<file path="src/rtl/lpi_pkg.sv">
// Shared types and constants for the line point interpolator.
// Holds coordinate type, axis and controller state enums, and the
// command/status structs that join the controller to the datapath.
package lpi_pkg;

  localparam int COORD_W       = 6;
  localparam int LPI_COORD_MAX = 63;
  localparam int DIV_STEPS     = COORD_W;

  typedef logic [COORD_W-1:0] coord_t;

  typedef enum logic [1:0] {
    AXIS_X,
    AXIS_Y,
    AXIS_Z
  } axis_t;

  typedef enum logic [2:0] {
    ST_IDLE,
    ST_DIV1,
    ST_WAIT1,
    ST_DIV2,
    ST_WAIT2,
    ST_RUN
  } state_t;

  typedef struct packed {
    logic load;
    logic div_start;
    logic div_sel;
    logic emit;
  } lpi_cmd_t;

  typedef struct packed {
    logic degenerate;
    logic div_done;
    logic slot_free;
    logic last;
  } lpi_status_t;

endpackage

</file>
<file path="src/rtl/lpi_divider.sv">
// Serial restoring divider, one quotient bit per cycle.
// Depends on lpi_pkg for the coordinate width and step count.
module lpi_divider (
  input  logic           clk,
  input  logic           rst,
  input  logic           start,
  input  lpi_pkg::coord_t dividend,
  input  lpi_pkg::coord_t divisor,
  output logic           busy,
  output logic           done,
  output lpi_pkg::coord_t quot,
  output lpi_pkg::coord_t rem
);
  import lpi_pkg::*;

  localparam int CNT_W = $clog2(DIV_STEPS + 1);

  logic [CNT_W-1:0] count;
  coord_t           shreg;
  coord_t           rem_reg;
  coord_t           dvs;
  logic [COORD_W:0] trial;
  logic [COORD_W:0] diff;
  logic             fits;

  assign trial = {rem_reg, shreg[COORD_W-1]};
  assign fits  = trial >= {1'b0, dvs};
  assign diff  = trial - {1'b0, dvs};

  always_ff @(posedge clk) begin
    if (rst) begin
      busy  <= 1'b0;
      done  <= 1'b0;
      count <= '0;
    end else begin
      // pulse done on the final shift only
      done <= busy && !start && (count == CNT_W'(1));
      if (start) begin
        busy  <= 1'b1;
        count <= CNT_W'(DIV_STEPS);
      end else if (busy) begin
        count <= count - CNT_W'(1);
        if (count == CNT_W'(1)) begin
          busy <= 1'b0;
        end
      end
    end
  end

  always_ff @(posedge clk) begin
    if (start) begin
      shreg   <= dividend;
      rem_reg <= '0;
      dvs     <= divisor;
    end else if (busy) begin
      shreg   <= {shreg[COORD_W-2:0], fits};
      rem_reg <= fits ? diff[COORD_W-1:0] : trial[COORD_W-1:0];
    end
  end

  assign quot = shreg;
  assign rem  = rem_reg;

endmodule

</file>
<file path="src/rtl/lpi_datapath.sv">
// Datapath: endpoint clamp and axis pick, slope division, and per-point
// remainder stepping with a registered output stage.
// Depends on lpi_pkg and lpi_divider.
module lpi_datapath #(
  parameter int COORD_MAX = lpi_pkg::LPI_COORD_MAX
) (
  input  logic               clk,
  input  logic               rst,
  input  lpi_pkg::coord_t    a_x,
  input  lpi_pkg::coord_t    a_y,
  input  lpi_pkg::coord_t    a_z,
  input  lpi_pkg::coord_t    b_x,
  input  lpi_pkg::coord_t    b_y,
  input  lpi_pkg::coord_t    b_z,
  input  lpi_pkg::lpi_cmd_t  cmd,
  output lpi_pkg::lpi_status_t status,
  output lpi_pkg::coord_t    point_x,
  output lpi_pkg::coord_t    point_y,
  output lpi_pkg::coord_t    point_z,
  output logic               last_point,
  output logic               out_valid,
  input  logic               out_ready
);
  import lpi_pkg::*;

  typedef struct packed {
    coord_t           q;
    logic [COORD_W:0] r;
  } step_t;

  function automatic coord_t clamp(coord_t v);
    clamp = (v > coord_t'(COORD_MAX)) ? coord_t'(COORD_MAX) : v;
  endfunction

  // Advance one rounded coordinate by one step of the driving axis.
  function automatic step_t advance(coord_t q, logic [COORD_W:0] r, coord_t sq,
                                    coord_t sr, logic neg, coord_t d);
    logic [COORD_W+1:0] r_w;
    logic [COORD_W+1:0] sr_dbl;
    logic [COORD_W+1:0] d_dbl;
    logic [COORD_W+1:0] tmp;
    step_t              res;
    r_w    = {1'b0, r};
    sr_dbl = {1'b0, sr, 1'b0};
    d_dbl  = {1'b0, d, 1'b0};
    if (!neg) begin
      tmp = r_w + sr_dbl;
      if (tmp >= d_dbl) begin
        tmp   = tmp - d_dbl;
        res.q = q + sq + coord_t'(1);
      end else begin
        res.q = q + sq;
      end
    end else begin
      if (r_w < sr_dbl) begin
        tmp   = r_w + d_dbl - sr_dbl;
        res.q = q - sq - coord_t'(1);
      end else begin
        tmp   = r_w - sr_dbl;
        res.q = q - sq;
      end
    end
    res.r = tmp[COORD_W:0];
    return res;
  endfunction

  coord_t ca_x, ca_y, ca_z, cb_x, cb_y, cb_z;
  axis_t  in_axis;
  coord_t ta, tb, c1a, c1b, c2a, c2b;
  coord_t c1s, c1e, c2s, c2e, t_lo_in, t_hi_in;
  logic   a_first;
  logic   in_neg1, in_neg2;

  // held line state
  axis_t            axis;
  coord_t           t, t_hi, dspan;
  coord_t           mag1, mag2, base1, base2;
  logic             neg1, neg2;
  coord_t           sq1, sr1, sq2, sr2;
  coord_t           q1, q2;
  logic [COORD_W:0] r1, r2;
  logic             div_sel;

  logic   div_busy, div_done;
  coord_t div_quot, div_rem;
  step_t  nxt1, nxt2;
  coord_t v1, v2;
  coord_t px, py, pz;

  assign ca_x = clamp(a_x);
  assign ca_y = clamp(a_y);
  assign ca_z = clamp(a_z);
  assign cb_x = clamp(b_x);
  assign cb_y = clamp(b_y);
  assign cb_z = clamp(b_z);

  always_comb begin
    if (ca_y != cb_y) begin
      in_axis = AXIS_Y;
    end else if (ca_x != cb_x) begin
      in_axis = AXIS_X;
    end else begin
      in_axis = AXIS_Z;
    end
  end

  always_comb begin
    case (in_axis)
      AXIS_Y: begin
        ta = ca_y; tb = cb_y; c1a = ca_x; c1b = cb_x; c2a = ca_z; c2b = cb_z;
      end
      AXIS_X: begin
        ta = ca_x; tb = cb_x; c1a = ca_y; c1b = cb_y; c2a = ca_z; c2b = cb_z;
      end
      default: begin
        ta = ca_z; tb = cb_z; c1a = ca_x; c1b = cb_x; c2a = ca_y; c2b = cb_y;
      end
    endcase
  end

  assign a_first = ta < tb;
  assign t_lo_in = a_first ? ta : tb;
  assign t_hi_in = a_first ? tb : ta;
  assign c1s     = a_first ? c1a : c1b;
  assign c1e     = a_first ? c1b : c1a;
  assign c2s     = a_first ? c2a : c2b;
  assign c2e     = a_first ? c2b : c2a;
  assign in_neg1 = c1e < c1s;
  assign in_neg2 = c2e < c2s;

  always_ff @(posedge clk) begin
    if (cmd.load) begin
      axis  <= in_axis;
      t     <= t_lo_in;
      t_hi  <= t_hi_in;
      dspan <= t_hi_in - t_lo_in;
      neg1  <= in_neg1;
      neg2  <= in_neg2;
      mag1  <= in_neg1 ? c1s - c1e : c1e - c1s;
      mag2  <= in_neg2 ? c2s - c2e : c2e - c2s;
      base1 <= in_neg1 ? c1e : c1s;
      base2 <= in_neg2 ? c2e : c2s;
      // a falling coordinate counts down from the full span
      q1    <= in_neg1 ? c1s - c1e : '0;
      q2    <= in_neg2 ? c2s - c2e : '0;
      r1    <= {1'b0, t_hi_in - t_lo_in};
      r2    <= {1'b0, t_hi_in - t_lo_in};
    end else if (cmd.emit) begin
      t  <= t + coord_t'(1);
      q1 <= nxt1.q;
      r1 <= nxt1.r;
      q2 <= nxt2.q;
      r2 <= nxt2.r;
    end
    if (cmd.div_start) begin
      div_sel <= cmd.div_sel;
    end
    if (div_done) begin
      if (div_sel) begin
        sq2 <= div_quot;
        sr2 <= div_rem;
      end else begin
        sq1 <= div_quot;
        sr1 <= div_rem;
      end
    end
  end

  lpi_divider u_div (
    .clk      (clk),
    .rst      (rst),
    .start    (cmd.div_start),
    .dividend (cmd.div_sel ? mag2 : mag1),
    .divisor  (dspan),
    .busy     (div_busy),
    .done     (div_done),
    .quot     (div_quot),
    .rem      (div_rem)
  );

  assign nxt1 = advance(q1, r1, sq1, sr1, neg1, dspan);
  assign nxt2 = advance(q2, r2, sq2, sr2, neg2, dspan);
  assign v1   = base1 + q1;
  assign v2   = base2 + q2;

  always_comb begin
    case (axis)
      AXIS_Y: begin
        px = v1; py = t; pz = v2;
      end
      AXIS_X: begin
        px = t; py = v1; pz = v2;
      end
      AXIS_Z: begin
        px = v1; py = v2; pz = t;
      end
      default: begin
        px = v1; py = t; pz = v2;
      end
    endcase
  end

  always_ff @(posedge clk) begin
    if (cmd.emit) begin
      point_x    <= px;
      point_y    <= py;
      point_z    <= pz;
      last_point <= (t == t_hi);
    end
  end

  always_ff @(posedge clk) begin
    if (rst) begin
      out_valid <= 1'b0;
    end else if (cmd.emit) begin
      out_valid <= 1'b1;
    end else if (out_ready) begin
      out_valid <= 1'b0;
    end
  end

  assign status.degenerate = (ca_x == cb_x) && (ca_y == cb_y) && (ca_z == cb_z);
  assign status.div_done   = div_done && !div_busy;
  assign status.slot_free  = !out_valid || out_ready;
  assign status.last       = (t == t_hi);

endmodule

</file>
<file path="src/rtl/lpi_ctrl.sv">
// Controller state machine: sequences accept, the two slope divisions and
// the point run. Depends on lpi_pkg for state, command and status types.
module lpi_ctrl (
  input  logic                 clk,
  input  logic                 rst,
  input  logic                 in_valid,
  output logic                 in_ready,
  input  lpi_pkg::lpi_status_t status,
  output lpi_pkg::lpi_cmd_t    cmd
);
  import lpi_pkg::*;

  state_t state, state_next;

  always_ff @(posedge clk) begin
    if (rst) begin
      state <= ST_IDLE;
    end else begin
      state <= state_next;
    end
  end

  always_comb begin
    state_next = state;
    case (state)
      ST_IDLE: begin
        if (in_valid && !status.degenerate) state_next = ST_DIV1;
      end
      ST_DIV1:  state_next = ST_WAIT1;
      ST_WAIT1: begin
        if (status.div_done) state_next = ST_DIV2;
      end
      ST_DIV2:  state_next = ST_WAIT2;
      ST_WAIT2: begin
        if (status.div_done) state_next = ST_RUN;
      end
      ST_RUN: begin
        if (status.slot_free && status.last) state_next = ST_IDLE;
      end
      default: state_next = ST_IDLE;
    endcase
  end

  always_comb begin
    in_ready      = 1'b0;
    cmd.load      = 1'b0;
    cmd.div_start = 1'b0;
    cmd.div_sel   = 1'b0;
    cmd.emit      = 1'b0;
    case (state)
      ST_IDLE: begin
        in_ready = 1'b1;
        cmd.load = in_valid;
      end
      ST_DIV1: begin
        cmd.div_start = 1'b1;
      end
      ST_DIV2: begin
        cmd.div_start = 1'b1;
        cmd.div_sel   = 1'b1;
      end
      ST_RUN: begin
        // hold the point while the output register is still occupied
        cmd.emit = status.slot_free;
      end
      default: begin
        in_ready = 1'b0;
      end
    endcase
  end

  a_emit_needs_slot: assert property (@(posedge clk) disable iff (rst)
    cmd.emit |-> status.slot_free)
    else $error("point emitted into an occupied output register");

  a_run_ends: assert property (@(posedge clk) disable iff (rst)
    (state == ST_RUN) && status.slot_free && status.last |=> (state == ST_IDLE))
    else $error("run did not finish after the last point");

  a_start_pulse: assert property (@(posedge clk) disable iff (rst)
    cmd.div_start |=> !cmd.div_start)
    else $error("divider start held for more than one cycle");

  a_done_in_wait: assert property (@(posedge clk) disable iff (rst)
    status.div_done |-> (state == ST_WAIT1) || (state == ST_WAIT2))
    else $error("divider finished outside a wait state");

endmodule

</file>
<file path="src/rtl/line_point_interpolator_core.sv">
// Line point interpolator: emits the integer points of a 3D line between
// two endpoints. The two coordinate slopes are computed in turn by the
// shared serial divider, then the stepping loop emits one point per cycle
// while the output register is free to take it. Identical endpoints are
// accepted in idle and emit no point.
// Synchronous reset returns the controller to idle and empties the output.
module line_point_interpolator_core #(
  parameter int COORD_MAX = lpi_pkg::LPI_COORD_MAX
) (
  input  logic            clk,
  input  logic            rst,
  input  logic            in_valid,
  output logic            in_ready,
  input  lpi_pkg::coord_t a_x,
  input  lpi_pkg::coord_t a_y,
  input  lpi_pkg::coord_t a_z,
  input  lpi_pkg::coord_t b_x,
  input  lpi_pkg::coord_t b_y,
  input  lpi_pkg::coord_t b_z,
  output logic            out_valid,
  input  logic            out_ready,
  output lpi_pkg::coord_t point_x,
  output lpi_pkg::coord_t point_y,
  output lpi_pkg::coord_t point_z,
  output logic            last_point
);
  import lpi_pkg::*;

  lpi_cmd_t    cmd;
  lpi_status_t status;

  lpi_ctrl u_ctrl (
    .clk      (clk),
    .rst      (rst),
    .in_valid (in_valid),
    .in_ready (in_ready),
    .status   (status),
    .cmd      (cmd)
  );

  lpi_datapath #(
    .COORD_MAX (COORD_MAX)
  ) u_dp (
    .clk        (clk),
    .rst        (rst),
    .a_x        (a_x),
    .a_y        (a_y),
    .a_z        (a_z),
    .b_x        (b_x),
    .b_y        (b_y),
    .b_z        (b_z),
    .cmd        (cmd),
    .status     (status),
    .point_x    (point_x),
    .point_y    (point_y),
    .point_z    (point_z),
    .last_point (last_point),
    .out_valid  (out_valid),
    .out_ready  (out_ready)
  );

endmodule
</file>
<file path="config.mk">
export PLATFORM = sky130hd
export DESIGN_NAME = line_point_interpolator_core
export DESIGN_NICKNAME = d
export VERILOG_FILES = /design/src/rtl/lpi_pkg.sv /design/src/rtl/lpi_divider.sv /design/src/rtl/lpi_datapath.sv /design/src/rtl/lpi_ctrl.sv /design/src/rtl/line_point_interpolator_core.sv
export SDC_FILE = /design/constraint.sdc
export NUM_CORES = 1
export LEC_CHECK = 0
export BUFFER_PORTS_ARGS = -buffer_cell sky130_fd_sc_hd__buf_4
export CAP_MARGIN = 10
export CORE_AREA = 10 10 220 118
export DETAILED_ROUTE_END_ITERATION = 8
export DIE_AREA = 0 0 230 128
export PLACE_DENSITY_LB_ADDON = 0.05
export SYNTH_ARGS = -nofsm -noshare
export SYNTH_HDL_FRONTEND = slang
export SYNTH_SLANG_ARGS = --single-unit
</file>
<file path="constraint.sdc">
create_clock -name clk -period 5.6 [get_ports clk]
set_input_delay 0.84 -clock clk [delete_from_list [all_inputs] [get_ports clk]]
set_output_delay 0.84 -clock clk [all_outputs]
set_load 0.01 [all_outputs]
</file>
-- Word-level counts from Yosys, hierarchy flattened
Cells that the tools add are included.
Widths: inputs -> output; s select.
- output and inout port bits: 21
- register bits after elaboration: 143
- input bits: 40
- bitwise gates (word level): 1
- mux-type cells: 72
- equality and inequality tests: 18
- magnitude comparators: 14
- add/sub/neg operators: 28
- reduce and logical (&&, ||, !) cells: 24
- operator list (kind ; count):
    $mux 6 ; 44
    $sub 6x6->6 ; 8
    $mux 7 ; 6
    $sub 7x7->7 ; 6
    $gt 6x6->1 const B ; 6
    $pmux 6 s2 ; 3
    $add 6x6->6 ; 4
    $eq 6x6->1 ; 4
    $add 6x1->6 const B ; 3
    $lt 6x6->1 ; 3
    $mux 3 ; 6
    $pmux 3 s6 ; 1
    $add 7x7->8 ; 2
    $ge 8x7->1 ; 2
    $add 7x7->7 ; 2
    $lt 7x7->1 ; 2
    $ne 6x6->1 ; 2
    $sub 6x1->6 const B ; 2
    $mux 1 ; 10
    $ge 7x6->1 ; 1
    $logic_and 1x1->1 ; 7
    $eq 3x1->1 const B ; 2
    $eq 3x2->1 const B ; 2
    $eq 3x3->1 const B ; 2
    other kinds (15) ; 27

-- Longest topological paths before layout
- depth after elaboration: 12
- mapped depth: 29
- gate-level depth less buffers: 24

-- Modules after synthesis
A second synthesis with hierarchy kept.
- cell total of the unflattened synthesis: 1320
- area, all modules: 12353.1 µm²
- modules (own cells, without submodules) (module ; area an instance (µm²) ; instances ; cells each):
    lpi_datapath ; 10913.0 ; 1 ; 1182
    lpi_divider ; 1246.2 ; 1 ; 116
    lpi_ctrl ; 193.9 ; 1 ; 22

-- Worst setup path before layout
OpenSTA, ideal clock, no wires.
- path kind: input port to flip-flop
- start: input b_y[2]
- end: register u_dp.q1[4], data pin
- library setup time: 0.265 ns
- slack: -0.366 ns
- cell stages on the path: 26
- data arrival time: 5.700 ns
- path buffers: 4
- cells stage by stage: xor2_1 nor4_4 and2_1 inv_2 buf_6 o31a_1 inv_1 ha_1 nor2b_1 o211ai_1 a32o_1 clkbuf_1 clkbuf_1 nand2_1 o21ai_0 a21oi_1 ha_1 fa_1 o21bai_1 a21o_1 a21o_1 nand2_1 nand2b_1 clkbuf_1 o32ai_1 or3_1
- word-level cells in the longest chain between the ends: 11
- elaborated cells between the ends (all ways): 17
- ends and longest elaborated chain (element ; RTL line ; RTL):
    start, declared ; line_point_interpolator_core.sv:18 ; input lpi_pkg::coord_t b_y,
    $gt 6x6->1 ; lpi_datapath.sv:32 ; clamp = (v > coord_t'(COORD_MAX)) ? coord_t'(COORD_MAX) : v;
    $mux 6 * ; lpi_datapath.sv:32 ;
    $ne 6x6->1 * ; lpi_datapath.sv:98 ; if (ca_y != cb_y) begin
    $mux 2 * ; lpi_datapath.sv:98 ;
    named net u_dp.in_axis[0] ; lpi_datapath.sv:68 ; axis_t in_axis;
    $eq 2x1->1 / $logic_not 2->1 (equally long branches) ; lpi_datapath.sv:108 ; case (in_axis)
    $pmux 6 s2 ; lpi_datapath.sv:108 ;
    $lt 6x6->1 ; lpi_datapath.sv:121 ; assign a_first = ta < tb;
    $mux 6, on equally long branches ; lpi_datapath.sv:124, lpi_datapath.sv:125 ;
    $sub 6x6->6 / $lt 6x6->1 (equally long branches) ; lpi_datapath.sv:144, lpi_datapath.sv:128 ;
    $mux 6 * ; lpi_datapath.sv:144 ; q1 <= in_neg1 ? c1s - c1e : '0;
    $mux 6 * ; lpi_datapath.sv:132 ; if (cmd.load) begin
    end signal, assigned ; lpi_datapath.sv:144 ;
    end signal, assigned ; lpi_datapath.sv:150 ; q1 <= nxt1.q;
    end, declared ; lpi_datapath.sv:80 ; coord_t q1, q2;
Mark *: on every way through the listed nets, which the timed path passes. The rest lies on a longest branch.
A chain may end at the register's enable or synchronous reset.

-- Worst setup path in the final report
- start: input b_x[3]
- end: register u_dp.q2[0], data pin
- word-level cells in the longest chain between the ends: 12
- elaborated cells between the ends (all ways): 19
- ends and longest elaborated chain (element ; RTL line ; RTL):
    start, declared ; line_point_interpolator_core.sv:17 ; input lpi_pkg::coord_t b_x,
    $gt 6x6->1 ; lpi_datapath.sv:32 ;
    $mux 6 * ; lpi_datapath.sv:32 ;
    $ne 6x6->1 ; lpi_datapath.sv:100 ; end else if (ca_x != cb_x) begin
    $mux 2 ; lpi_datapath.sv:100 ;
    $mux 2 ; lpi_datapath.sv:98 ;
    $eq 2x1->1 / $logic_not 2->1 (equally long branches) ; lpi_datapath.sv:108 ;
    $pmux 6 s2 / $reduce_or 2->1 (equally long branches) ; n/a ;
    $lt 6x6->1 / $mux 6 (equally long branches) ; lpi_datapath.sv:121, lpi_datapath.sv:108 ;
    $mux 6, on equally long branches ; lpi_datapath.sv:126, lpi_datapath.sv:127 ;
    $sub 6x6->6 / $lt 6x6->1 (equally long branches) ; lpi_datapath.sv:145, lpi_datapath.sv:129 ;
    $mux 6 * ; lpi_datapath.sv:145 ; q2 <= in_neg2 ? c2s - c2e : '0;
    $mux 6 * ; lpi_datapath.sv:132 ;
    end signal, assigned ; lpi_datapath.sv:145 ;
    end signal, assigned ; lpi_datapath.sv:152 ; q2 <= nxt2.q;
    end, declared ; lpi_datapath.sv:80 ;
Every way passes the cells marked *; elsewhere a longest branch is shown, timed or not.

==> impl_metrics.tcl <==
set metrics [dict create \
    dp_hpwl_um 29040 \
    grt_pass1_vias 9165 \
    path_clk_slew_ns 0.07 \
    path_cells "buf_4, xnor2_1, and4_2, a21oi_1, o31a_1, inv_1, ha_1, nor2b_1, o211ai_1, a32o_2, buf_4, o21ai_0, a21oi_1, inv_1, ha_1, fa_1, o21bai_1, a21o_1, a21o_1, nand2_1, nand2b_1, inv_2, nand3_1, o21ai_0" \
    tritoncts "built" \
    async_reset_ff_frac 0 \
    hold_path_class "reg -> reg" \
    grt.total_usage 0.2421 \
    cp_data_arrival_time_ns 5.51 \
    fin_crit_sh 0.9537 \
    grt_pass1_wl_um 54390 \
    fin_worst_skew_ns 0.01091 \
    critPathSlowestCell "a21oi_1" \
    dp.cells 1705 \
    postSynthCellCount 1276 \
    dieWidth_um 230 \
    cellLeakagePower_nw 6.205 \
    grt_max_degree 41 \
    initial_core_util 0.5355 \
    crit_fanout 18 \
    maxCapViolations 0 \
    antenna_found_initial 0 \
    wirelength_um 35570 \
    hp-start "u_dp.dspan[3]$_DFFE_PP_" \
    cellPowerDensity_nw_per_um2 507.6 \
    synth.avg_cell_area_um2 9.338 \
    ctsHtreeMaxLevel 4 \
    wl_per_cell_um 20.48 \
    clockBufferDepth 2 \
    cts.sinks 143 \
    status "finished clean" \
    synthesis.area_um2 11920 \
    setup_violations 0 \
    drv_slew 0 \
    cts_buffers 17 \
    critPathMaxStageDelay_ns 0.47 \
    synthesis.nets 1461 \
    reg2reg_to "u_dp.r1[4]$_DFFE_PN_" \
    synth_edf_count 126 \
    path_class "in -> reg" \
    portBuffers 60 \
    min_path_cells 0 \
    fp.dieH_um 128 \
    max_freq_mhz 187.2 \
    fp-row-count 39 \
    power_mw 7.100 \
    grt_overflow 0 \
    routabilityCongestion 1.011 \
    ys_seq_elements 143 \
    ioPinCount 61 \
    core_um2 22250 \
    drt_iter0_drc 831 \
    synth_flop_cell "edfxtp_1" \
    start_kind "input port" \
    ir_drop_v 0.0002842 \
    root_buffer "clkbuf_16" \
    ys_seq_area_frac 0.3461 \
    synth.distinct_cells 67 \
    ys_warn_count 0 \
    drc 0 \
    crit_family "compound AO/OA/AOI/OAI gates" \
    clock_latency_ns 0.43 \
    viasPerCell 5.652 \
    hold_path_end "u_dp.u_div.dvs[3]$_DFFE_PN_" \
    via_count 9817 \
    dieArea_um2 29440 \
    layout.nets 1602 \
    rrSetupSlack_ns 1.39 \
    worst_pin_slew_ns 1.227 \
    cts_setup_buffers 0 \
    multi_input_area_um2 7056 \
    required_ns 5.77 \
    fill_cells 1931 \
    drt_pre_antenna_iters 6 \
    final_cells 1737 \
    antenna_left 0 \
    relSlewSlack 0.1760 \
    rsz0062_at_grt "false" \
    final-hold-violation-count 0 \
    drive_gt1_frac 0.1706 \
    finalCriticalPeriod_ns 5.341 \
    seqCellArea_um2 4124 \
    area_growth_pct 17.39 \
    critPathBufInv 5 \
    r2r-start "u_dp.sr1[2]$_DFFE_PP_" \
    reg_top3 "u_dp.r1: 7 flops, u_dp.r2: 7 flops" \
    worstRegToRegCells 14 \
    end_kind "register" \
    antennaDiodeCount 0 \
]
-- routing by layer --
| layer | vias to the layer above | global-route usage | wire (µm) |
|---|---|---|---|
| li1 | 4726 | - | - |
| met1 | 4678 | 0.3816 | 18330 |
| met2 | 392 | 0.2852 | 12310 |
| met3 | 21 | 0.1100 | 4726 |
| met4 | 0 | 0.03731 | 211 |
| met5 | - | 0 | 0 |
-- how the worst max path moves through the flow --
stage / from / endpoint / slack [ns] / cells after the start
CTS: b_y[3] / u_dp.base2[3]$_DFFE_PP_ / 0.17 / 24
finish: b_x[3] / u_dp.q2[0]$_DFFE_PN_ / 0.26 / 24
global placement: b_y[3] / u_dp.base2[3]$_DFFE_PP_ / -0.07 / 24
global route: b_y[1] / u_dp.base2[2]$_DFFE_PP_ / 0.004 / 26
detailed placement: b_y[1] / u_dp.base2[3]$_DFFE_PP_ / -0.25 / 26
floorplan: b_y[3] / u_dp.q1[4]$_DFFE_PN_ / -0.05 / 26
-- cells in the mapped netlist, drive strengths merged, types with 3 or more instances --
library cell / count / area share
inv: 155 / 0.049
edfxtp: 126 / 0.32
ha: 116 / 0.12
nand2: 110 / 0.035
a21oi: 98 / 0.041
o21ai: 88 / 0.037
nor2: 87 / 0.027
xnor2: 84 / 0.062
xor2: 40 / 0.029
clkbuf: 35 / 0.011
mux2i: 34 / 0.029
a21o: 33 / 0.021
fa: 29 / 0.049
mux2: 23 / 0.022
nand3: 19 / 0.0080
nor3: 18 / 0.0076
dfxtp: 17 / 0.029
o211ai: 16 / 0.010
nand2b: 15 / 0.0079
o21bai: 14 / 0.0088
a31oi: 13 / 0.0068
a211oi: 10 / 0.0063
nor2b: 10 / 0.0053
buf: 9 / 0.0036
nor4: 6 / 0.0044
a21boi: 5 / 0.0031
o221ai: 5 / 0.0042
and2: 4 / 0.0021
and3: 4 / 0.0021
nand4: 4 / 0.0021
o311ai: 4 / 0.0036
or3b: 4 / 0.0029
o22ai: 3 / 0.0016
o31a: 3 / 0.0022
o31ai: 3 / 0.0032
-- where the power goes --
group / internal (mW) / leakage (nW) / switching, mW
clock network: 0.618 / 0.266 / 0.479
registers: 1.59 / 1.32 / 0.302
logic: 1.78 / 4.62 / 2.33
total: 3.99 / 6.20 / 3.11
-- cell usage in the layout (no fill, tap or decap), types with 4 or more instances in the layout --
master | netlist | final
buf_4 | 0 | 164
inv_1 | 153 | 152
edfxtp_1 | 126 | 126
ha_1 | 116 | 116
nand2_1 | 110 | 109
a21oi_1 | 98 | 97
nor2_1 | 87 | 87
xnor2_1 | 83 | 83
o21ai_0 | 71 | 68
xor2_1 | 40 | 40
mux2i_1 | 34 | 34
a21o_1 | 33 | 33
fa_1 | 29 | 29
mux2_2 | 23 | 23
o21ai_1 | 17 | 20
nand3_1 | 19 | 19
nor3_1 | 18 | 18
clkbuf_16 | 0 | 17
dfxtp_1 | 17 | 17
o211ai_1 | 16 | 16
nand2b_1 | 15 | 15
o21bai_1 | 14 | 14
a31oi_1 | 13 | 13
nor2b_1 | 10 | 10
a211oi_1 | 10 | 10
nor4_1 | 5 | 5
and2_1 | 4 | 4
nand4_1 | 4 | 4
and3_1 | 4 | 4
or3b_2 | 4 | 4
o221ai_1 | 4 | 4
inv_6 | 0 | 4
clkinvlp_4 | 0 | 4
-- logic make-up after synthesis --
family	synth area share
AO/OA/AOI/OAI	0.1659
AND/OR/NAND/NOR	0.1113
buffers and inverters	0.06406
adder cells (fa/ha/maj)	0.1705
flip-flops	0.3461
XOR/XNOR	0.09178
multiplexers	0.05030
-- through the flow --
stage / util / hold slack (ns) / TNS (ns) / setup WS (ns) / cell area [µm²]
final: 0.6286 / 0.4822 / 0 / 0.2592 / 13990
after global routing: 0.6286 / 0.4946 / 0 / 0.003882 / 13990
after CTS: 0.6278 / 0.4831 / 0 / 0.1721 / 13970
after detailed placement: 0.6025 / 0.4643 / -2.278 / -0.2456 / 13410
after global placement: 0.6025 / 0.4619 / -0.1001 / -0.07049 / 13410
after floorplan: - / 0.4264 / -0.04886 / -0.04883 / 11920
-- area by class of cell --
cell class              count  area share
multi-input cells         932      0.5044
flip-flops and latches    143      0.2948
repair buffers            166     0.09088
inverters                 157     0.04213
clock buffers              18     0.03068
well taps                 307     0.02746
clock inverters            14    0.009571
-- worst register-to-register path: cells and delay by family (launching register included) --
kind / cells / cell delay [ns]
buf+inv: 2 / 0.16
fa+ha+maj: 2 / 0.71
compound gates: 4 / 0.86
xor+xnor: 1 / 0.28
simple gates: 4 / 0.94
flops: 1 / 0.58
mux: 1 / 0.40
-- repair_timing --
item                       in CTS  in global routing
setup endpoints to repair       0                 18
hold buffers                    0                  0
gates resized for setup         0                  7
Power figures use the tool's default switching activity.
